**src/rtl/core/dwcs_pkg.sv**
```systemverilog
// Package for the dual weighted cosine similarity block.
// Widths, shared types and constants; no dependencies.
package dwcs_pkg;

  localparam int IN_W     = 24;
  localparam int SUM_W    = 36;
  localparam int SQ_W     = 60;
  localparam int PROD_W   = 2 * IN_W;
  localparam int QR       = 24;
  localparam int DIV_N_W  = 60;
  localparam int DIV_D_W  = 60;
  localparam int DIV_Q_W  = QR + 1;
  localparam int DIV_SH_W = 7;
  localparam int DIV_C_W  = 8;
  localparam int ROOT_W   = 30;
  localparam int NSH_W    = 5;
  localparam int WHD_W    = DIV_Q_W + 1;
  localparam int W2_W     = 2 * WHD_W - QR;
  localparam int DEN_W    = W2_W + 1;
  localparam int FRAC_BITS_DEFAULT = 16;

  localparam logic [DIV_Q_W-1:0] ONE_QR = DIV_Q_W'(1) << QR;

  typedef struct packed {
    logic [SUM_W-1:0] ua;
    logic [SUM_W-1:0] ub;
    logic [SUM_W-1:0] ta;
    logic [SUM_W-1:0] tb;
    logic [SQ_W-1:0]  dot;
    logic [SQ_W-1:0]  sqa;
    logic [SQ_W-1:0]  sqb;
  } sums_t;

  typedef struct packed {
    logic                start;
    logic [DIV_N_W-1:0]  n;
    logic [DIV_D_W-1:0]  d;
    logic [DIV_SH_W-1:0] sh;
    logic [DIV_Q_W-1:0]  cap;
  } div_req_t;

endpackage

```
**src/rtl/core/dwcs_accum.sv**
```systemverilog
// Running sums of the element pairs, saturating.
// Depends on dwcs_pkg.
module dwcs_accum
  import dwcs_pkg::*;
(
  input  logic              clk,
  input  logic              rst,
  input  logic              take,
  input  logic              clear,
  input  logic [IN_W-1:0]   a_value,
  input  logic [IN_W-1:0]   b_value,
  output sums_t             sums
);

  sums_t sums_next;
  logic  unmatched;
  logic [PROD_W-1:0] pab, paa, pbb;

  function automatic logic [SUM_W-1:0] sat36(logic [SUM_W-1:0] acc, logic [IN_W-1:0] x);
    logic [SUM_W:0] s;
    s = {1'b0, acc} + (SUM_W+1)'(x);
    return s[SUM_W] ? '1 : s[SUM_W-1:0];
  endfunction

  function automatic logic [SQ_W-1:0] sat60(logic [SQ_W-1:0] acc, logic [PROD_W-1:0] x);
    logic [SQ_W:0] s;
    s = {1'b0, acc} + (SQ_W+1)'(x);
    return s[SQ_W] ? '1 : s[SQ_W-1:0];
  endfunction

  always_comb begin
    unmatched = (a_value == '0) || (b_value == '0);
    pab = PROD_W'(a_value) * PROD_W'(b_value);
    paa = PROD_W'(a_value) * PROD_W'(a_value);
    pbb = PROD_W'(b_value) * PROD_W'(b_value);
    sums_next     = sums;
    sums_next.ua  = unmatched ? sat36(sums.ua, a_value) : sums.ua;
    sums_next.ub  = unmatched ? sat36(sums.ub, b_value) : sums.ub;
    sums_next.ta  = sat36(sums.ta, a_value);
    sums_next.tb  = sat36(sums.tb, b_value);
    sums_next.dot = sat60(sums.dot, pab);
    sums_next.sqa = sat60(sums.sqa, paa);
    sums_next.sqb = sat60(sums.sqb, pbb);
  end

  always_ff @(posedge clk) begin
    if (rst || clear) begin
      sums <= '0;
    end else if (take) begin
      sums <= sums_next;
    end
  end

endmodule

```
**config.mk**
```make
export PLATFORM = sky130hd
export DESIGN_NAME = dwcs_accum
export DESIGN_NICKNAME = d
export VERILOG_FILES = /design/src/rtl/core/dwcs_pkg.sv /design/src/rtl/core/dwcs_accum.sv
export SDC_FILE = /design/constraint.sdc
export NUM_CORES = 2
export LEC_CHECK = 0
export ABC_AREA = 0
export BUFFER_PORTS_ARGS = -buffer_cell sky130_fd_sc_hd__buf_2
export CORE_UTILIZATION = 59
export CTS_BUF_LIST = sky130_fd_sc_hd__clkbuf_16
export DETAILED_ROUTE_END_ITERATION = 10
export GPL_ROUTABILITY_DRIVEN = 0
export PLACE_DENSITY = 0.8
export SYNTH_ARGS = -nofsm -noshare
export SYNTH_HDL_FRONTEND = slang
export SYNTH_SLANG_ARGS = --single-unit
```
**constraint.sdc**
```tcl
create_clock -name clk -period 8.6 [get_ports clk]
set_clock_uncertainty 0.2 [all_clocks]
set_input_delay 1.72 -clock clk [delete_from_list [all_inputs] [get_ports clk]]
set_output_delay 1.72 -clock clk [all_outputs]
set_load 0.01 [all_outputs]
```
## After elaboration in Yosys (flattened, before gate mapping)

Cells that the tools add are included.

| storage, ports and cells | value |
|---|---|
| register bits | 324 |
| input bits | 52 |
| output and inout port bits | 324 |
| logic and storage cells | 29 |

| cells by class | value |
|---|---|
| $add $sub $neg | 7 |
| $mul | 3 |
| multiplexer cells | 7 |
| reduce and logical (&&, ||, !) cells | 5 |

Operators with widths:

| kind | count |
|---|---|
| $add 60x48->61 | 3 |
| $mux 60 | 3 |
| $add 36x24->37 | 4 |
| $mul 24x24->48 | 3 |
| $mux 36 | 4 |
| $logic_not 24->1 | 2 |
| $logic_or 1x1->1 | 2 |
| $reduce_and 2->1 | 1 |

## Logic depth before layout (Yosys ltp)

| logic depth | value |
|---|---|
| depth in word-level cells | 3 |
| depth in mapped cells | 30 |
| gate-level depth less buffers | 26 |

## Worst setup path before layout

OpenSTA, ideal clock, no wires.

| timing path | value |
|---|---|
| path type | input -> register |
| start point | input port a_value[18] |
| end point | register sums[118] in the netlist's numbering |
| library setup time | 0.120 ns |
| data arrival time | 8.669 ns |
| slack | -0.389 ns |
| stages | 26 |
| buffers on the path | 2 |
| path through | clkbuf_1 > clkbuf_1 > nand2_1 > fa_1 > inv_1 > fa_1 > inv_1 > fa_1 > fa_1 > inv_1 > fa_1 > fa_1 > inv_1 > fa_1 > inv_1 > ha_1 > a21o_1 > a21o_1 > a21o_1 > a221o_1 > a311o_1 > a41oi_1 > o21ai_1 > a41oi_1 > nor4_1 > a211o_1 |

| between the ends | value |
|---|---|
| cells in the longest elaborated chain, start to end | 3 |

RTL lines:

| element | line | RTL |
|---|---|---|
| start, declared | dwcs_accum.sv:10 | `input logic [IN_W-1:0] a_value,` |
| $mul 24x24->48 | dwcs_accum.sv:34 | `paa = PROD_W'(a_value) * PROD_W'(a_value);` |
| $add 60x48->61 | dwcs_accum.sv:27 | `s = {1'b0, acc} + (SQ_W+1)'(x);` |
| $mux 60 | dwcs_accum.sv:28 | `return s[SQ_W] ? '1 : s[SQ_W-1:0];` |
| end signal, assigned | dwcs_accum.sv:50 | `sums <= sums_next;` |
| end, declared | dwcs_accum.sv:12 | `output sums_t sums` |

No other way between the ends.
A chain may end at the register's enable or synchronous reset.

## Worst setup path in the final report

| timing path | value |
|---|---|
| start point | input port b_value[1] |
| end point | register sums[165] in the netlist's numbering |

| between the ends | value |
|---|---|
| cells in the longest elaborated chain, start to end | 3 |

RTL lines:

| element | line | RTL |
|---|---|---|
| start, declared | dwcs_accum.sv:11 | `input logic [IN_W-1:0] b_value,` |
| $mul 24x24->48 | dwcs_accum.sv:33 | `pab = PROD_W'(a_value) * PROD_W'(b_value);` |
| $add 60x48->61 | dwcs_accum.sv:27 |  |
| $mux 60 | dwcs_accum.sv:28 |  |

No other way between the ends.

==> results.cfg <==
[run_status]
outcome = complete, no violations

[synthesis]
ys_top_cells_by_count = 2002 x inv_1, 1468 x fa_1, 753 x nand2_1, 645 x ha_1, 505 x and2_1
yosysWarningCount = 0
synthFlopType = dfxtp_1
synth_top_area_cell = fa_1
syn_area_per_cell_um2 = 8.76
synth_most_common_cell = inv_1
synth_cell_types = 96
synthTopCellsByArea = fa_1 40%, ha_1 11%, inv_1 10%
synthArstFlopShare = 0
netlist_instances = 8341
synth-seq-cells = 324
synth_edf_count = 0
synth_area_um2 = 73100
yosysSeqAreaShare = 0.0888
syn_nets = 10500
synth_top_cell_area_share = 0.402

[routing]
drtPass1Iterations = 6
drtAntennaViolNets = 0
wl_per_cell_um = 20.3
totalWireLength_um = 222000
drt_iter0_markers = 5576
dr_total_vias = 63100
drc = 0
via_per_inst = 5.77

[placed_design]
dpl.hpwl_um = 183000
io_buffers = 375
dpl-instance-area_um2 = 82600
dpl.cell_count = 10800

[critical_path]
slowest_delay_ns = 0.58
path_class = input port to flip-flop
timing.rr.start = sums[145]
reg2reg_slack_ns = 2.87
worst-path-buf-inv = 9
worstSetupStartpointType = input port
crit_top_cell = fa_1
cp_top_family = adder cells
end_kind = flip-flop
critPathRequiredTime_ns = 8.96
ff2ff_path_depth = 20
r2r_end = sums[165]
crit_slowest_cell = fa_1
critPathArrivalTime_ns = 8.91
critPathMaxFanout = 7

[min_path]
hold-path-endpoint = sums[243]
hp-start = sums[243]
whs_path_depth = 1
hp-class = flip-flop to flip-flop

[final_layout]
regMostFlops = sums
layout.cells.non_filler = 10900
reg_top3 = sums: 324 flops
regArea_um2 = 6490
nNetsFinal = 11400
fillers = 8989
syn_to_final_growth_pct = 15.7
drive_gt1_frac = 0.159
fin_area_um2 = 84600
multi_input_area_um2 = 58000
largest_reg_flops = 324

[floorplan]
num_rows = 128
initial_core_util = 0.597
io_pins = 376
die_h_um = 354
core_area_um2 = 122000
die_x_um = 354
dieArea_um2 = 125000

[timing]
timing.fmax_mhz = 117
hold_viol = 0
setup_violations = 0
fin_crit_sh = 0.994
timing.final.crit_period_ns = 8.55
tightest_slew_ns = 1.17
slew_headroom = 0.217
report.final.slew_viol_count = 0

[clock_network]
cts_buffers = 43
insertion_delay_ns = 0.67
hold_buffers = 0
clock_path_buffers = 3
cts_root_buf = clkbuf_16
cts_num_sinks = 324
htree_num_levels = 2
cts_tree = built
path_clk_slew_ns = 0.06

[flow_run]
drv_cap = 0

[global_routing]
track_usage = 0.356
grt-ovfl-total = 0
antenna_found_initial = 16
first_global_vias = 67100
grt_start_max_net_pins = 199
grt_pass1_wl_um = 350000
metrics by stage:
stage	setup TNS, ns	hold slack (ns)	utilization	setup WS (ns)
floorplan	-0.0280	0.298	-	-0.0141
global placement	-78.34	0.280	0.675	-0.985
detailed placement	-97.82	0.290	0.675	-1.05
CTS	0	0.303	0.687	0.00720
global route	-2.27	0.343	0.691	-0.108
finish	0	0.307	0.691	0.0547
worst max-delay path by stage:
stage / end / depth (start not counted) / startpoint / slack (ns)
3_3_place_gp: sums[174] / 26 / b_value[18] / -0.99
6_report: sums[165] / 27 / b_value[1] / 0.05
2_1_floorplan: sums[118] / 25 / a_value[6] / -0.01
3_5_place_dp: sums[174] / 27 / a_value[14] / -1.05
4_1_cts: sums[118] / 27 / a_value[2] / 0.007
5_1_grt: sums[165] / 27 / b_value[1] / -0.11
what timing repair did:
| action | in CTS | in global routing |
|---|---|---|
| pin swaps | 0 | 19 |
| setup endpoints to repair | 24 | 167 |
| cloned | 0 | 1 |
| setup buffers | 0 | 6 |
| gates resized for setup | 13 | 147 |
cells by family after synthesis:
logic type                 Yosys count  synth area share
buffers and inverters             2395             0.123
muxes                               16           0.00224
adders and majority gates         2113             0.513
and+or+nand+nor                   1914             0.129
xor gates and xnor gates           249            0.0298
DFF                                324            0.0888
AOI/OAI and AO/OA                 1330             0.114
cells in the final DEF (no fill, tap or decap), types with 18 or more instances in the layout:
cell type  count
and2_1       502
buf_12        26
buf_4        854
nand2b_1      25
a211oi_1      40
nand3_1       73
inv_1       2008
clkbuf_4      21
clkbuf_16     43
and4_1        21
nand2_1      752
nor2b_1       36
o21ai_0      343
a21oi_1      356
buf_2        341
a31oi_1      121
and3_1        59
xor2_1       127
nor3_1        47
dfxtp_1      324
a21o_1       140
o21a_1        42
ha_1         644
nor2_1       244
buf_6         26
xnor2_1      122
nand4_1       51
or2_2         18
o21bai_1      37
fa_1        1467
a221oi_1      25
per-layer routing:
metal	share of wire	global-route usage	wire (um)	vias to the layer above
met5	0.00090	0	200	-
met4	0.063	0.195	13900	18
met3	0.12	0.105	25800	858
met2	0.47	0.579	103000	3288
met1	0.35	0.425	78600	31300
li1	-	-	-	27600
layout make-up:
type                    count  area share
multi-input cells        5622       0.686
repair buffers           1272       0.108
inverters                2010      0.0893
flip-flops and latches    324      0.0767
well taps                1625      0.0240
clock buffers              43      0.0127
clock inverters            32     0.00334
diodes                      4    0.000118
worst register-to-register path: cells and delay by family, from the launching register on:
family,cells,cell delay [ns]
XOR/XNOR,1,0.11
AND/OR/NAND/NOR,3,0.63
flip-flops,1,0.56
buffers and inverters,6,0.62
adder cells (fa/ha/maj),5,2.36
AO/OA/AOI/OAI,5,1.16
Power is left out: the tool's default activity adds up to more than one toggle a clock period on the data nets, which glitch-free logic cannot reach.
