[src/rtl/core/dwcs_pkg.sv]
// Package for the dual weighted cosine similarity block.
// Widths, shared types and constants; no dependencies.
package dwcs_pkg;

  localparam int IN_W     = 24;
  localparam int SUM_W    = 36;
  localparam int SQ_W     = 60;
  localparam int PROD_W   = 2 * IN_W;
  localparam int QR       = 24;
  localparam int DIV_N_W  = 60;
  localparam int DIV_D_W  = 60;
  localparam int DIV_Q_W  = QR + 1;
  localparam int DIV_SH_W = 7;
  localparam int DIV_C_W  = 8;
  localparam int ROOT_W   = 30;
  localparam int NSH_W    = 5;
  localparam int WHD_W    = DIV_Q_W + 1;
  localparam int W2_W     = 2 * WHD_W - QR;
  localparam int DEN_W    = W2_W + 1;
  localparam int FRAC_BITS_DEFAULT = 16;

  localparam logic [DIV_Q_W-1:0] ONE_QR = DIV_Q_W'(1) << QR;

  typedef struct packed {
    logic [SUM_W-1:0] ua;
    logic [SUM_W-1:0] ub;
    logic [SUM_W-1:0] ta;
    logic [SUM_W-1:0] tb;
    logic [SQ_W-1:0]  dot;
    logic [SQ_W-1:0]  sqa;
    logic [SQ_W-1:0]  sqb;
  } sums_t;

  typedef struct packed {
    logic                start;
    logic [DIV_N_W-1:0]  n;
    logic [DIV_D_W-1:0]  d;
    logic [DIV_SH_W-1:0] sh;
    logic [DIV_Q_W-1:0]  cap;
  } div_req_t;

endpackage

[src/rtl/core/dwcs_sqrt.sv]
// Normalize a nonzero square sum by powers of four, then take its floor root.
// Depends on dwcs_pkg.
module dwcs_sqrt
  import dwcs_pkg::*;
(
  input  logic              clk,
  input  logic              rst,
  input  logic              start,
  input  logic [SQ_W-1:0]   v,
  output logic              done,
  output logic [ROOT_W-1:0] root,
  output logic [NSH_W-1:0]  shifts
);

  logic            busy, norm;
  logic [SQ_W-1:0] rem, r, bitv;
  logic [SQ_W:0]   trial;
  logic            ge;

  always_comb begin
    trial = {1'b0, r} + {1'b0, bitv};
    ge    = {1'b0, rem} >= trial;
  end

  assign root = r[ROOT_W-1:0];

  always_ff @(posedge clk) begin
    if (rst) begin
      busy <= 1'b0;
      done <= 1'b0;
    end else begin
      done <= busy && !start && !norm && bitv[0];
      if (start) begin
        busy   <= 1'b1;
        norm   <= 1'b1;
        rem    <= v;
        shifts <= '0;
      end else if (busy && norm) begin
        // shift by two until one of the top two bits is set
        if (rem[SQ_W-1:SQ_W-2] == 2'b00) begin
          rem    <= rem << 2;
          shifts <= shifts + 1'b1;
        end else begin
          norm <= 1'b0;
          r    <= '0;
          bitv <= SQ_W'(1) << (SQ_W - 2);
        end
      end else if (busy) begin
        if (ge) begin
          rem <= rem - trial[SQ_W-1:0];
          r   <= (r >> 1) + bitv;
        end else begin
          r <= r >> 1;
        end
        bitv <= bitv >> 2;
        if (bitv[0]) begin
          busy <= 1'b0;
        end
      end
    end
  end

endmodule

[config.mk]
export PLATFORM = sky130hd
export DESIGN_NAME = dwcs_sqrt
export DESIGN_NICKNAME = d
export VERILOG_FILES = /design/src/rtl/core/dwcs_pkg.sv /design/src/rtl/core/dwcs_sqrt.sv
export SDC_FILE = /design/constraint.sdc
export NUM_CORES = 1
export LEC_CHECK = 0
export ABC_AREA = 1
export BUFFER_PORTS_ARGS = -buffer_cell sky130_fd_sc_hd__buf_2
export CORE_MARGIN = 2
export CORE_UTILIZATION = 51
export DETAILED_ROUTE_END_ITERATION = 8
export PLACE_DENSITY = 0.66
export SLEW_MARGIN = 10
export SYNTH_ARGS = -nofsm -noshare
export SYNTH_HDL_FRONTEND = slang
export SYNTH_SLANG_ARGS = --single-unit
[constraint.sdc]
create_clock -name clk -period 9.9 [get_ports clk]
set_input_delay 0.99 -clock clk [delete_from_list [all_inputs] [get_ports clk]]
set_output_delay 0.99 -clock clk [all_outputs]
set_load 0.02 [all_outputs]
Word-level counts from Yosys, hierarchy flattened
Index checks and enable logic that the tools add are counted.
- bits in registers: 188
- latch bits: 0
- memory bits (writable): 0
- memory bits (read-only): 0
- bits of input ports: 63
- output and inout port bits: 36
- word-level logic and storage cells: 54
- memories kept: 0
- $add $sub $neg: 4
- $mul: 0
- div/mod/pow operators: 0
- $lt $le $gt $ge: 1
- equality and inequality tests: 4
- shifts and indexed selects: 0
- multiplexer cells: 20
- bitwise logic cells: 2
- reduce and logical (&&, ||, !) cells: 16
- operator list (kind ; count):
    two-way mux 60 bit ; 12
    adder 60 x 60 -> 61 bit ; 1
    greater-or-equal comparator 60 x 61 -> 1 bit ; 1
    adder 59 x 60 -> 60 bit ; 1
    subtractor 60 bit ; 1
    two-way mux 5 bit ; 2
    AND reduction 4 bit ; 2
    two-way mux 1 bit ; 6
    != test 2 bit (second input constant) ; 3
    AND reduction 3 bit ; 2
    nonzero test 2 bit ; 3
    nonzero test 3 bit ; 2
    adder 5 x 1 -> 5 bit (second input constant) ; 1
    logical AND 1 bit ; 4
    != test 3 x 2 -> 1 bit (second input constant) ; 1
    logical NOT 1 bit ; 2
    logical NOT 2 bit ; 1
    inverter 1 bit ; 2

Longest topological paths before layout
- word-level depth: 6
- gate-level depth with buffers: 32
- depth with buffers taken out: 31

Worst setup path after synthesis
No wires, ideal clock.
- kind: register to register
- start: register r[12]
- end: register rem[0], enable pin
- setup time: 498 ps
- arrival time: 6536 ps
- required time: 9402 ps
- path slack: 2866 ps
- cell stages (with the launch flop): 31
- buffers on the path: 1
- clock period less this slack: 7034 ps
- cells stage by stage: edfxtp_1 > ha_1 > nand2_1 > o21ai_0 > nand2_1 > o21ai_1 > inv_1 > o21bai_1 > nand2_1 > nand3_1 > nand2_1 > nand3_1 > nand2_1 > nand3b_1 > nand2_1 > ha_1 > nand2_1 > nor2_1 > nand2_1 > nor2_1 > nand2_1 > nor2_1 > nand3_1 > nand3b_1 > nand3_1 > nand2_2 > inv_2 > nand3_4 > buf_6 > nand2_1 > a21oi_1
- word-level cells in the longest chain between the ends: 4
- RTL lines (element ; RTL line ; text):
    start, declared ; dwcs_sqrt.sv:16 ; logic [SQ_W-1:0] rem, r, bitv;
    start signal, assigned ; dwcs_sqrt.sv:51 ; r <= (r >> 1) + bitv;
    start signal, assigned ; dwcs_sqrt.sv:53 ; r <= r >> 1;
    adder 60 x 60 -> 61 bit ; dwcs_sqrt.sv:21 ; trial = {1'b0, r} + {1'b0, bitv};
    greater-or-equal comparator 60 x 61 -> 1 bit ; dwcs_sqrt.sv:22 ; ge = {1'b0, rem} >= trial;
    nonzero test 3 bit (no source line) ; - ;
    AND reduction 4 bit (no source line) ; - ;
    end signal, assigned ; dwcs_sqrt.sv:36 ; rem <= v;
    end signal, assigned ; dwcs_sqrt.sv:41 ; rem <= rem << 2;
    end signal, assigned ; dwcs_sqrt.sv:50 ; rem <= rem - trial[SQ_W-1:0];
    end, declared ; dwcs_sqrt.sv:16 ;
Every way passes these cells.
A chain may end at the register's enable or synchronous reset.

Final worst setup path
- start: register r[12]
- end: register rem[15], enable pin
The elaborated chain is that of the path after synthesis.

==> impl_summary.log <==
[metrics] run status: finished clean
[metrics] diodes inserted: 0
[metrics] drt initial violations: 1,843
[metrics] Primary FF master, synth: edfxtp_1
[metrics] final clock skew: between 0.015 and 0.02 ns
[metrics] count of hold buffers inserted by post-cts repair: 0
[metrics] clock slew seen by the registers of the worst setup and hold paths: 0.07 ns
[metrics] type of the worst min-delay path: reg2reg
[metrics] number of vias after detailed routing: 19,400
[metrics] Placeable Area: approximately 0.036 sq mm
[metrics] DIE AREA: 0.0380 sq mm
[metrics] Static Leak: 8.80 nW
[metrics] cell at the root of the clock tree: clkbuf_16
[metrics] total instance count after detailed placement: approximately 3,300
[metrics] GP Congestion: 1.04
[metrics] antenna-violating nets left: 0
[metrics] net count after synthesis: between 3,000 and 4,000
[metrics] Synthesis Warnings: 0
[metrics] layout cell share with drive strength beyond 1: 8.34%
[metrics] Port Buffer Count: between 90 and 100
[metrics] worst-path maximum fanout: 63
[metrics] final hold violations: 0
[metrics] Post-Syn Instances: between 2,000 and 3,000
[metrics] slowest CP cell: a21oi_4
[metrics] setup repair bufs after CTS: 0
[metrics] top achievable clock speed: 135 MHz
[metrics] Worst setup EP type: register
[metrics] Mapped Area: 0.0186 sq mm
[metrics] Detailed Routing Iterations Pass 1: 8
[metrics] post-synthesis sequential area ratio: 25.4%
[metrics] Max-Cap Viols: 0
[metrics] final cell count without fillers: ~3,300
[metrics] cts bufs inserted: 17
[metrics] max-slew violations: 0
[metrics] fraction of post-synthesis cell area in the top cell type by area: 25.2%
[metrics] most area-hungry cell type in the Yosys netlist: edfxtp_1
[metrics] Place WS: around 2.5 ns
[metrics] final core utilization: a little under three fifths
[metrics] number of global-route vias before repair: ~19,000
[metrics] Post-Synthesis Mean Instance Area: 6.57 sq um
[metrics] CP bufs+invs: 3
[metrics] unrepaired setup endpoints after global routing: false
[metrics] CTS H-tree depth: 4
[metrics] number of top-level design ports: about 100
[metrics] starting utilization of the core area: 52.0%
[metrics] most used cell, CP: nand2_1
[metrics] FF+latch count, synth: around 160
[metrics] area of all placed cells without fillers: approximately 0.020 sq mm
[metrics] kind of cell adding the most delay to the critical path: simple AND/OR/NAND/NOR gates
[metrics] pin count of the biggest net entering global routing: 67
[metrics] smallest setup slack after layout: ~2.5 ns
[metrics] share of flip-flops with an asynchronous set or reset: 0%
[metrics] number of enable flip-flop cells after synthesis: between 150 and 200
[metrics] Yosys cell types: 54
[metrics] setup violators final: 0
[metrics] Max IR drop VDD: 0.000113 V
[metrics] required time of the critical path: 10.00 ns
[metrics] ratio of final minimum period to clock period: approximately 75%
[metrics] worst hold slack: about 0.55 ns
[metrics] count of cells resized by post-cts repair: 0
[metrics] initial antenna violation count: 1
[metrics] worst-case clock buffer depth: 2
[metrics] worst relative slew slack: between 20% and 30%
[metrics] clock tree from TritonCTS: done
[metrics] Setup TNS Final: 0 ns
[metrics] top post-synthesis cells by area: edfxtp_1 (25%), nand2_1 (14%), ha_1 (8.3%), inv_1 (8.3%), nor2_1 (7.2%)
[metrics] type of origin of the critical path: register
[metrics] nets: a little over 3,000
[metrics] worst slew pin tran: ~1.1 ns
[metrics] final global-route overflow total: 0
[metrics] cell area power density: 110 mW/mm^2
[metrics] Cell Area, Placed: 0.0192 sq mm
[metrics] final routed wirelength across all metal layers: ~66,000 microns
[metrics] Rows: slightly below 70
[metrics] height of the die: 195 microns
[metrics] Total GRT Usage: 34.9%
[metrics] Chip Width: 195 microns
[metrics] area delta synth->final: 6.18%
[metrics] wire length of the first global-routing pass: just over 100,000 microns
[metrics] critical setup path kind: reg2reg
[metrics] latest clock arrival within the worst-skew pair: ~0.46 ns
[metrics] minimum clock period: 7.41 ns
[metrics] HPWL after detailed placement: roughly 53,000 microns
[metrics] Vias/cell: around 5.8
[metrics] CTS Sinks: between 150 and 200
[metrics] CP Data Arrival Time: 7.50 ns
[metrics] number of DRC violations after detailed routing: 0
[metrics] largest stage delay on the critical path: a little over 0.9 ns
[metrics] mean routed wirelength per cell: a little under 20 microns
[metrics] total power draw: between 2 and 2.5 mW
==> path summary, 6_finish.rpt <==
path	endpoint	startpoint	slack, ns	depth (start not counted)
setup reg to reg	rem[15]	r[12]	2.49	26
hold reg to reg	done	busy	0.55	2
hold / removal	done	busy	0.55	2
setup / recovery	rem[15]	r[12]	2.49	26
==> cell type report <==
class | count | area (sq um)
sequential | 158 | 4720
tap | 461 | 577
timing repair buffer | 108 | 566
inverter | 417 | 1570
clock inverter | 15 | 111
clock buffer | 17 | 425
fill | 3679 | 16000
multi-input combinational | 2173 | 11800
==> sequential cells by signal, indices dropped and copies added (netlist names) <==
register / count
done: 1
bitv: 30
shifts: 5
r: 60
norm: 1
busy: 1
rem: 60
==> Yosys cell counts (5+ instances only) <==
master and count:
o21ai_0 154, buf_4 39, nand2_2 8, inv_2 6
xnor2_1 59, clkbuf_1 34, nand3_1 198, inv_1 409
nand4_1 28, o2111ai_1 5, xor2_1 74, a31oi_1 9
nand3b_1 26, nor2_2 6, a21o_1 14, buf_6 5
a21boi_0 7, or2_2 6, nor2_1 357, o211ai_1 38
o21bai_1 27, nor3_1 34, o21a_1 5, nand2_1 707
a21oi_1 174, ha_1 123, edfxtp_1 156, a21oi_2 31
nand3_2 33, o21ai_1 19
==> layout by cell type, fill, tap and decap left out, types with 3 or more instances in the layout <==
master / instances
nor4_1: 4
nand3_1: 198
edfxtp_1: 156
nor2_4: 3
inv_1: 409
ha_1: 123
clkbuf_16: 17
nand2_1: 707
a21boi_0: 7
nor2_1: 356
a211oi_1: 3
nand3b_1: 26
a21o_1: 14
xnor2_1: 59
o211ai_1: 38
o21ai_2: 3
or2_2: 6
o21a_1: 5
o2111ai_1: 5
nor2_2: 6
nand2_2: 8
inv_6: 6
clkinvlp_4: 5
buf_2: 98
inv_2: 6
nor3_1: 34
clkinv_1: 3
a21oi_2: 31
xor2_1: 74
nand4_1: 28
o21bai_1: 27
a21oi_1: 173
nand3_2: 33
o21ai_1: 19
a31oi_1: 9
buf_4: 10
o21ai_0: 154
==> report_power, final <==
| part | leakage, nW | switching [mW] | internal, mW |
|---|---|---|---|
| Clock | 0.249 | 0.316 | 0.323 |
| Combinational | 7.09 | 0.478 | 0.231 |
| Sequential | 1.46 | 0.0355 | 0.788 |
| Total | 8.80 | 0.829 | 1.34 |
==> worst register-to-register path, delay by kind of cell, from the launching register on <==
| family | cells | cell delay (ns) |
|---|---|---|
| buf+inv | 3 | 0.73 |
| fa+ha+maj | 2 | 0.82 |
| simple gates | 14 | 2.80 |
| compound gates | 6 | 2.05 |
| xor+xnor | 1 | 0.10 |
| flops | 1 | 0.54 |
==> metal layers <==
layer  vias up  routed length [microns]  track usage [%]
met5         -                        9                0
met4         2                     2900             15.6
met3       143                     4690             3.87
met2       843                    29800             56.3
met1      9026                    28700             47.1
li1       9381                        -                -
==> kinds of logic (layout without fill, tap and decap cells) <==
| logic type | Yosys count | count (layout) | share of synthesized area, % |
|---|---|---|---|
| AO/OA/AOI/OAI | 500 | 500 | 15.8 |
| flip-flops | 158 | 158 | 25.4 |
| XOR/XNOR | 133 | 133 | 6.27 |
| buffers and inverters | 501 | 557 | 11.4 |
| AND/OR/NAND/NOR | 1416 | 1416 | 32.8 |
| adder cells (fa/ha/maj) | 124 | 124 | 8.38 |
No activity file was read; power rests on OpenSTA's default activity.
