[src/rtl/core/dwcs_pkg.sv]
// Package for the dual weighted cosine similarity block.
// Widths, shared types and constants; no dependencies.
package dwcs_pkg;

  localparam int IN_W     = 24;
  localparam int SUM_W    = 36;
  localparam int SQ_W     = 60;
  localparam int PROD_W   = 2 * IN_W;
  localparam int QR       = 24;
  localparam int DIV_N_W  = 60;
  localparam int DIV_D_W  = 60;
  localparam int DIV_Q_W  = QR + 1;
  localparam int DIV_SH_W = 7;
  localparam int DIV_C_W  = 8;
  localparam int ROOT_W   = 30;
  localparam int NSH_W    = 5;
  localparam int WHD_W    = DIV_Q_W + 1;
  localparam int W2_W     = 2 * WHD_W - QR;
  localparam int DEN_W    = W2_W + 1;
  localparam int FRAC_BITS_DEFAULT = 16;

  localparam logic [DIV_Q_W-1:0] ONE_QR = DIV_Q_W'(1) << QR;

  typedef struct packed {
    logic [SUM_W-1:0] ua;
    logic [SUM_W-1:0] ub;
    logic [SUM_W-1:0] ta;
    logic [SUM_W-1:0] tb;
    logic [SQ_W-1:0]  dot;
    logic [SQ_W-1:0]  sqa;
    logic [SQ_W-1:0]  sqb;
  } sums_t;

  typedef struct packed {
    logic                start;
    logic [DIV_N_W-1:0]  n;
    logic [DIV_D_W-1:0]  d;
    logic [DIV_SH_W-1:0] sh;
    logic [DIV_Q_W-1:0]  cap;
  } div_req_t;

endpackage

[src/rtl/core/dwcs_div.sv]
// Shared restoring divider: floor(n * 2^sh / d), capped, one bit per cycle.
// Depends on dwcs_pkg.
module dwcs_div
  import dwcs_pkg::*;
(
  input  logic               clk,
  input  logic               rst,
  input  div_req_t           req,
  output logic               done,
  output logic [DIV_Q_W-1:0] quot
);

  logic               busy;
  logic [DIV_C_W-1:0] cnt;
  logic [DIV_N_W-1:0] nsh;
  logic [DIV_D_W:0]   rem;
  logic [DIV_D_W-1:0] d;
  logic [DIV_Q_W-1:0] q, cap;
  logic               sat;

  logic [DIV_D_W:0]   trial, rem_next;
  logic               ge;
  logic [DIV_Q_W:0]   qw;

  always_comb begin
    trial    = {rem[DIV_D_W-1:0], nsh[DIV_N_W-1]};
    ge       = trial >= {1'b0, d};
    rem_next = ge ? trial - {1'b0, d} : trial;
    qw       = {q, ge};
  end

  assign quot = sat ? cap : q;

  always_ff @(posedge clk) begin
    if (rst) begin
      busy <= 1'b0;
      done <= 1'b0;
    end else begin
      done <= busy && !req.start && (cnt == DIV_C_W'(1));
      if (req.start) begin
        busy <= 1'b1;
        cnt  <= DIV_C_W'(DIV_N_W) + DIV_C_W'(req.sh);
        nsh  <= req.n;
        rem  <= '0;
        d    <= req.d;
        q    <= '0;
        cap  <= req.cap;
        sat  <= 1'b0;
      end else if (busy) begin
        nsh <= nsh << 1;
        rem <= rem_next;
        q   <= qw[DIV_Q_W-1:0];
        sat <= sat | (qw > {1'b0, cap});
        cnt <= cnt - 1'b1;
        if (cnt == DIV_C_W'(1)) begin
          busy <= 1'b0;
        end
      end
    end
  end

endmodule

[config.mk]
export PLATFORM = sky130hd
export DESIGN_NAME = dwcs_div
export DESIGN_NICKNAME = d
export VERILOG_FILES = /design/src/rtl/core/dwcs_pkg.sv /design/src/rtl/core/dwcs_div.sv
export SDC_FILE = /design/constraint.sdc
export NUM_CORES = 1
export LEC_CHECK = 0
export ABC_AREA = 0
export BUFFER_PORTS_ARGS = -buffer_cell sky130_fd_sc_hd__buf_2
export CAP_MARGIN = 20
export CORE_UTILIZATION = 62
export DETAILED_ROUTE_END_ITERATION = 7
export PLACE_DENSITY = 0.85
export SLEW_MARGIN = 40
export SYNTH_ARGS = -nofsm -noshare
export SYNTH_HDL_FRONTEND = slang
export SYNTH_SLANG_ARGS = --single-unit
[constraint.sdc]
create_clock -name clk -period 18.25 [get_ports clk]
set_clock_uncertainty 0.1 [all_clocks]
set_input_delay 3.65 -clock clk [delete_from_list [all_inputs] [get_ports clk]]
set_output_delay 3.65 -clock clk [all_outputs]
set_load 0.03 [all_outputs]
==> Word-level counts from Yosys, hierarchy flattened <==
Cells that the tools add are included.
{ "word_totals": {"output_inout_bits": 26, "regBits": 241} }
{ "classes": {"bitwise": 2, "n_reduce_logical": 6, "order_cmp": 2, "n_eq_ne": 1, "n_mux": 12, "addsub": 3} }
{ "op_table": {"columns": ["operator", "count"], "rows": [
  ["$mux W60", 4],
  ["$ge A61 B60 Y1", 1],
  ["$sub A60 B60 Y60", 1],
  ["$mux W25", 2],
  ["$gt A26 B25 Y1", 1],
  ["$mux W8", 2],
  ["$add A6 B7 Y8 const A", 1],
  ["$eq A8 B1 Y1 const B", 1],
  ["$sub A8 B1 Y8 const B", 1],
  ["$mux W1", 4],
  ["$reduce_and A2 Y1", 2],
  ["$logic_and A1 B1 Y1", 2],
  ["$reduce_bool A2 Y1", 1],
  ["$logic_not A1 Y1", 1],
  ["$not A1 Y1", 1],
  ["$or A1 B1 Y1", 1]
]} }

==> Longest topological paths before layout <==
{ "depth": {"ltp_word": 4, "depth_mapped": 23, "depth_no_buf": 21} }

==> Worst setup path after synthesis <==
No wires, ideal clock.
{ "synth_path": {"path_type": "input to register", "start": "input req[152] (netlist name)", "end": "register cnt[0] (enable)", "t_arrival_ps": 10633, "path_slack_ps": 6847, "cell_stages": 4, "setup_ps": 670, "required_ps": 17480, "n_path_buf": 2, "cell_sequence": "clkbuf_1 > clkbuf_1 > nor2_1 > nor2_1"} }
{ "synth_via": {"elab_chain_cells": 2} }
{ "synth_lines": {"columns": ["element", "line", "source"], "rows": [
  ["from (decl)", "dwcs_div.sv:8", "input div_req_t req,"],
  ["$reduce_bool A2 Y1 (no source line)", null, null],
  ["$reduce_and A2 Y1 (no source line)", null, null],
  ["to (signal assigned)", "dwcs_div.sv:42", "cnt <= DIV_C_W'(DIV_N_W) + DIV_C_W'(req.sh);"],
  ["to (signal assigned)", "dwcs_div.sv:54", "cnt <= cnt - 1'b1;"],
  ["to (decl)", "dwcs_div.sv:14", "logic [DIV_C_W-1:0] cnt;"]
]} }
Every way passes these cells.
A chain may end at the register's enable or synchronous reset.

==> Final worst setup path <==
{ "layout_path": {"start": "register sat", "end": "output quot[0]"} }
{ "layout_via": {"elab_chain_cells": 1} }
{ "layout_lines": {"columns": ["element", "line", "source"], "rows": [
  ["from (decl)", "dwcs_div.sv:19", "logic sat;"],
  ["from (signal assigned)", "dwcs_div.sv:53", "sat <= sat | (qw > {1'b0, cap});"],
  ["$mux W25", "dwcs_div.sv:32", "assign quot = sat ? cap : q;"],
  ["to (decl)", "dwcs_div.sv:10", "output logic [DIV_Q_W-1:0] quot"]
]} }
Every way passes these cells.

==> results <==
- The flow ran to the end, but the final reports show violations.
- The final reports fail on DRC.
- The remaining max-slew budget at the tightest pin is 46.3%.
- The biggest fanout along the worst timing path is 15.
- Summed over all nets, the switching power comes to 0.000476 W.
- The post-route worst hold slack is 412 ps.
- The maximum achievable frequency is 171 MHz.
- The slack of the critical path is approximately 12000 ps.
- The final count of pins violating max slew is 0.
- Counting the buffers created by CTS gives 27.
- Yosys mapped a number of flops with a built-in enable equal to between 200 and 250.
- The data arrival time of the worst path is 2090 ps.
- Setup repair after global routing left no endpoint under its margin.
- In the routed design, unresolved DRC markers number 2.
- In the final design database the tool counted ~1700 nets.
- In this run the cell area of the synthesized design comes to 14100 um^2.
- between 150 and 200 I/O pins were placed.
- The number of antenna violations at the first check in global routing is 4.
- The post-CTS clock slew at the launch and capture registers of the worst setup and hold paths is roughly 60 ps.
- The flip-flop and latch count after synthesis is 241.
- The area of the die is 23300 um^2.
- The effective utilization at floorplan is between 60% and 70%.
- The clock network is responsible for 31.8% of the overall power.
- For this design the ratio of total power to cell area is a little under 100 nW/um^2.
- At the placement stage, the worst setup path has a slack of around 12000 ps.
- The worst setup path is launched from a flop.
- The width of the die is 153 um.
- The path class of the lowest-slack min-delay path is flop to flop.
- The initial DRC count is 736.
- In this run the deepest clock path goes through 3 buffers.
- For this design, the sink count on the clock tree is 241.
- The tool flagged a number of max-cap violations equal to 0.
- The wire length after detailed routing is 32200 um.
- sky130_fd_sc_hd__edfxtp_1 takes more of the synthesized area than any other cell.
- The share of the clock period used by the worst path after layout is 32.0%.
- In this run the clock root is driven by a sky130_fd_sc_hd__clkbuf_16.
- The number of nets handed over by synthesis was 1533.
- TritonCTS built the clock tree.
- The via count of the first global-routing pass is 10500.
- The average wire length per cell after detail routing is 18.4 um.
- The library cell used most frequently in the layout, excluding fill and tap cells, is sky130_fd_sc_hd__edfxtp_1.
- STA classifies the critical path endpoint as an output port.
- Of the total power, the share spent switching nets is 30.1%.
- Overall power consumption after layout is estimated at 0.00158 W.
- For this design, the CTS-stage hold fixing added 0 buffers.
- The data required time of the worst path is 14500 ps.
- Internal power comes to 0.00111 W.
- The post-route netlist has a little under a quarter of its cells at a drive strength greater than 1.
- The later pin in the worst-skew pair is clocked with a latency of about 550 ps.
- The vertical extent of the die is 153 um.
- The pin count of the biggest net entering global routing is just under 90.
- The placed cell count is 1699.
- Yosys attributes the largest share of cell area to sky130_fd_sc_hd__edfxtp_1, sky130_fd_sc_hd__ha_1, sky130_fd_sc_hd__mux2_2, sky130_fd_sc_hd__a21oi_1, sky130_fd_sc_hd__nand2_1.
- The total overflow reported by the global router is 0.
- The portion of the post-synthesis area used by sequential elements is 51.2%.
- The worst setup path is of the flop to output port kind.
- The number of buffers added on ports is 180.
- The initialized floorplan defines between 50 and 60 standard-cell rows.
- After synthesis, the netlist uses 73 different library cells.
- The leakage power is 6.65 nW.
- The fraction of synthesized cell area taken by the top area cell type is 50.9%.
- Gates resized during post-CTS repair numbered 0.
- The sequential power share is a little over two fifths.
- The number of search-and-repair iterations in the first detailed-routing pass is 8.
- Adding up every negative setup slack in the final design gives 0 ps.
- In the layout the commonest cells are sky130_fd_sc_hd__edfxtp_1, sky130_fd_sc_hd__buf_2, sky130_fd_sc_hd__nand2_1, sky130_fd_sc_hd__a21oi_1, sky130_fd_sc_hd__inv_1.
- The number of setup violations in the final report is 0.
- The post-synthesis area per instance is 10.9 um^2.
- The weighted congestion reported at the end of routability-driven placement is roughly 0.90.
- The count of nets left with antenna violations once routing finished came out at 0.
- The first global-routing pass estimated 52800 um of wire.
- The transition time at the pin with the least slew margin is 805 ps.
- The number of warnings printed during yosys synthesis is 0.
- The count of cells in the finished layout, fillers not included, comes to 1748.
- Across every metal layer, demand over resource in global routing totals 28.0%.
- The most used flip-flop cell after synthesis is sky130_fd_sc_hd__edfxtp_1.
- The area added between synthesis and finish is 13.8%.
- The total number of H-tree levels is 1.
- The maximum ir drop on the vdd rail is 0.0000931 V.
- The number of hold-slack violations in the final timing report was 0.
- The total area inside the core boundary comes to 22000 um^2.
- In this run the post-CTS setup repair buffer count came out at 0.
- The share of total power in combinational logic is 24.6%.
- The total number of vias is 10500.
- After detailed routing, the number of vias per cell comes to 5.98.
- The cell count after synthesis came out at approximately 1300.
- Counting flops with an async set or reset pin after synthesis yields a share of 0%.
- The post-DP HPWL is 22000 um.
- The time the final worst path needs with I/O delays and setup is 5840 ps.
kinds of logic after synthesis:
group / count (synthesis) / share of synthesized area (%)
mux: 85 / 6.78
xor+xnor: 59 / 3.67
simple gates: 338 / 11.7
fa+ha+maj: 89 / 7.96
flops: 241 / 51.2
buf+inv: 167 / 4.73
compound gates: 310 / 14.0
path summary, 6_finish.rpt:
| check | startpoint | to | slack, ps | depth (start not counted) |
|---|---|---|---|---|
| max | sat$_SDFFCE_PP0P_ | quot[0] | 12410 | 3 |
| min | busy$_SDFF_PP0_ | done$_SDFF_PP0_ | 410 | 1 |
| max reg2reg | rem[13]$_SDFFCE_PP0P_ | sat$_SDFFCE_PP0P_ | 13870 | 20 |
| min reg2reg | busy$_SDFF_PP0_ | done$_SDFF_PP0_ | 410 | 1 |
per-layer routing:
| layer | up-vias | track usage [%] | wire length (um) |
|---|---|---|---|
| li1 | 5021 | - | - |
| met1 | 4955 | 35.4 | 13300 |
| met2 | 407 | 48.3 | 15600 |
| met3 | 66 | 6.74 | 2560 |
| met4 | 6 | 7.26 | 757 |
| met5 | - | 0 | 36 |
power by group through the flow:
stage               sequential (W)  clock (W)  combinational (W)
floorplan                 0.000695          0           0.000296
global placement          0.000698          0           0.000369
detailed placement        0.000698          0           0.000383
CTS                       0.000689   0.000510           0.000387
global route              0.000693   0.000527           0.000430
finish                    0.000689   0.000504           0.000389
layout make-up:
type                    instances  area, um^2
flip-flops and latches        241        7220
multi-input cells             881        6220
fillers                      1535        6000
repair buffers                190        1030
clock buffers                  39         741
inverters                     107         402
well taps                     280         350
clock inverters                 8        60.1
diodes                          2        5.00
cell usage after synthesis, types with 3 or more instances:
cell type and count:
sky130_fd_sc_hd__a211oi_1 15, sky130_fd_sc_hd__a21boi_0 4, sky130_fd_sc_hd__a21o_1 41, sky130_fd_sc_hd__a21oi_1 128, sky130_fd_sc_hd__a221o_1 3, sky130_fd_sc_hd__a221oi_1 3
sky130_fd_sc_hd__a31oi_1 10, sky130_fd_sc_hd__and2_1 5, sky130_fd_sc_hd__and3_1 4, sky130_fd_sc_hd__and4_1 4, sky130_fd_sc_hd__buf_2 14, sky130_fd_sc_hd__clkbuf_1 40
sky130_fd_sc_hd__edfxtp_1 239, sky130_fd_sc_hd__ha_1 88, sky130_fd_sc_hd__inv_1 106, sky130_fd_sc_hd__mux2_2 84, sky130_fd_sc_hd__nand2_1 139, sky130_fd_sc_hd__nand2b_1 4
sky130_fd_sc_hd__nand3_1 15, sky130_fd_sc_hd__nand3b_1 3, sky130_fd_sc_hd__nand4_1 28, sky130_fd_sc_hd__nor2_1 55, sky130_fd_sc_hd__nor2b_1 35, sky130_fd_sc_hd__nor3_1 14
sky130_fd_sc_hd__nor4_1 6, sky130_fd_sc_hd__o21a_1 7, sky130_fd_sc_hd__o21ai_0 51, sky130_fd_sc_hd__o21bai_1 12, sky130_fd_sc_hd__o221ai_1 4, sky130_fd_sc_hd__o31ai_1 6
sky130_fd_sc_hd__o41ai_1 3, sky130_fd_sc_hd__or2_2 6, sky130_fd_sc_hd__or3_1 5, sky130_fd_sc_hd__xnor2_1 39, sky130_fd_sc_hd__xor2_1 20
registers in the layout (all words and copies together) (netlist names):
name and count:
busy 1, cap 25, cnt 8, d 60, done 1, nsh 60
q 25, rem 60, sat 1
metrics by stage:
stage / utilization [%] / area, um^2
floorplan: - / 14100
global placement: 68.8 / 15100
detailed placement: 69.1 / 15200
CTS: 72.8 / 16000
global route: 72.8 / 16000
finish: 72.8 / 16000
worst max-delay path: stages (launching register included):
cell                       delay, ps
sky130_fd_sc_hd__edfxtp_1        730
sky130_fd_sc_hd__buf_8           250
sky130_fd_sc_hd__mux2_2          380
sky130_fd_sc_hd__buf_2           190
(Power assumes the default switching activity.)
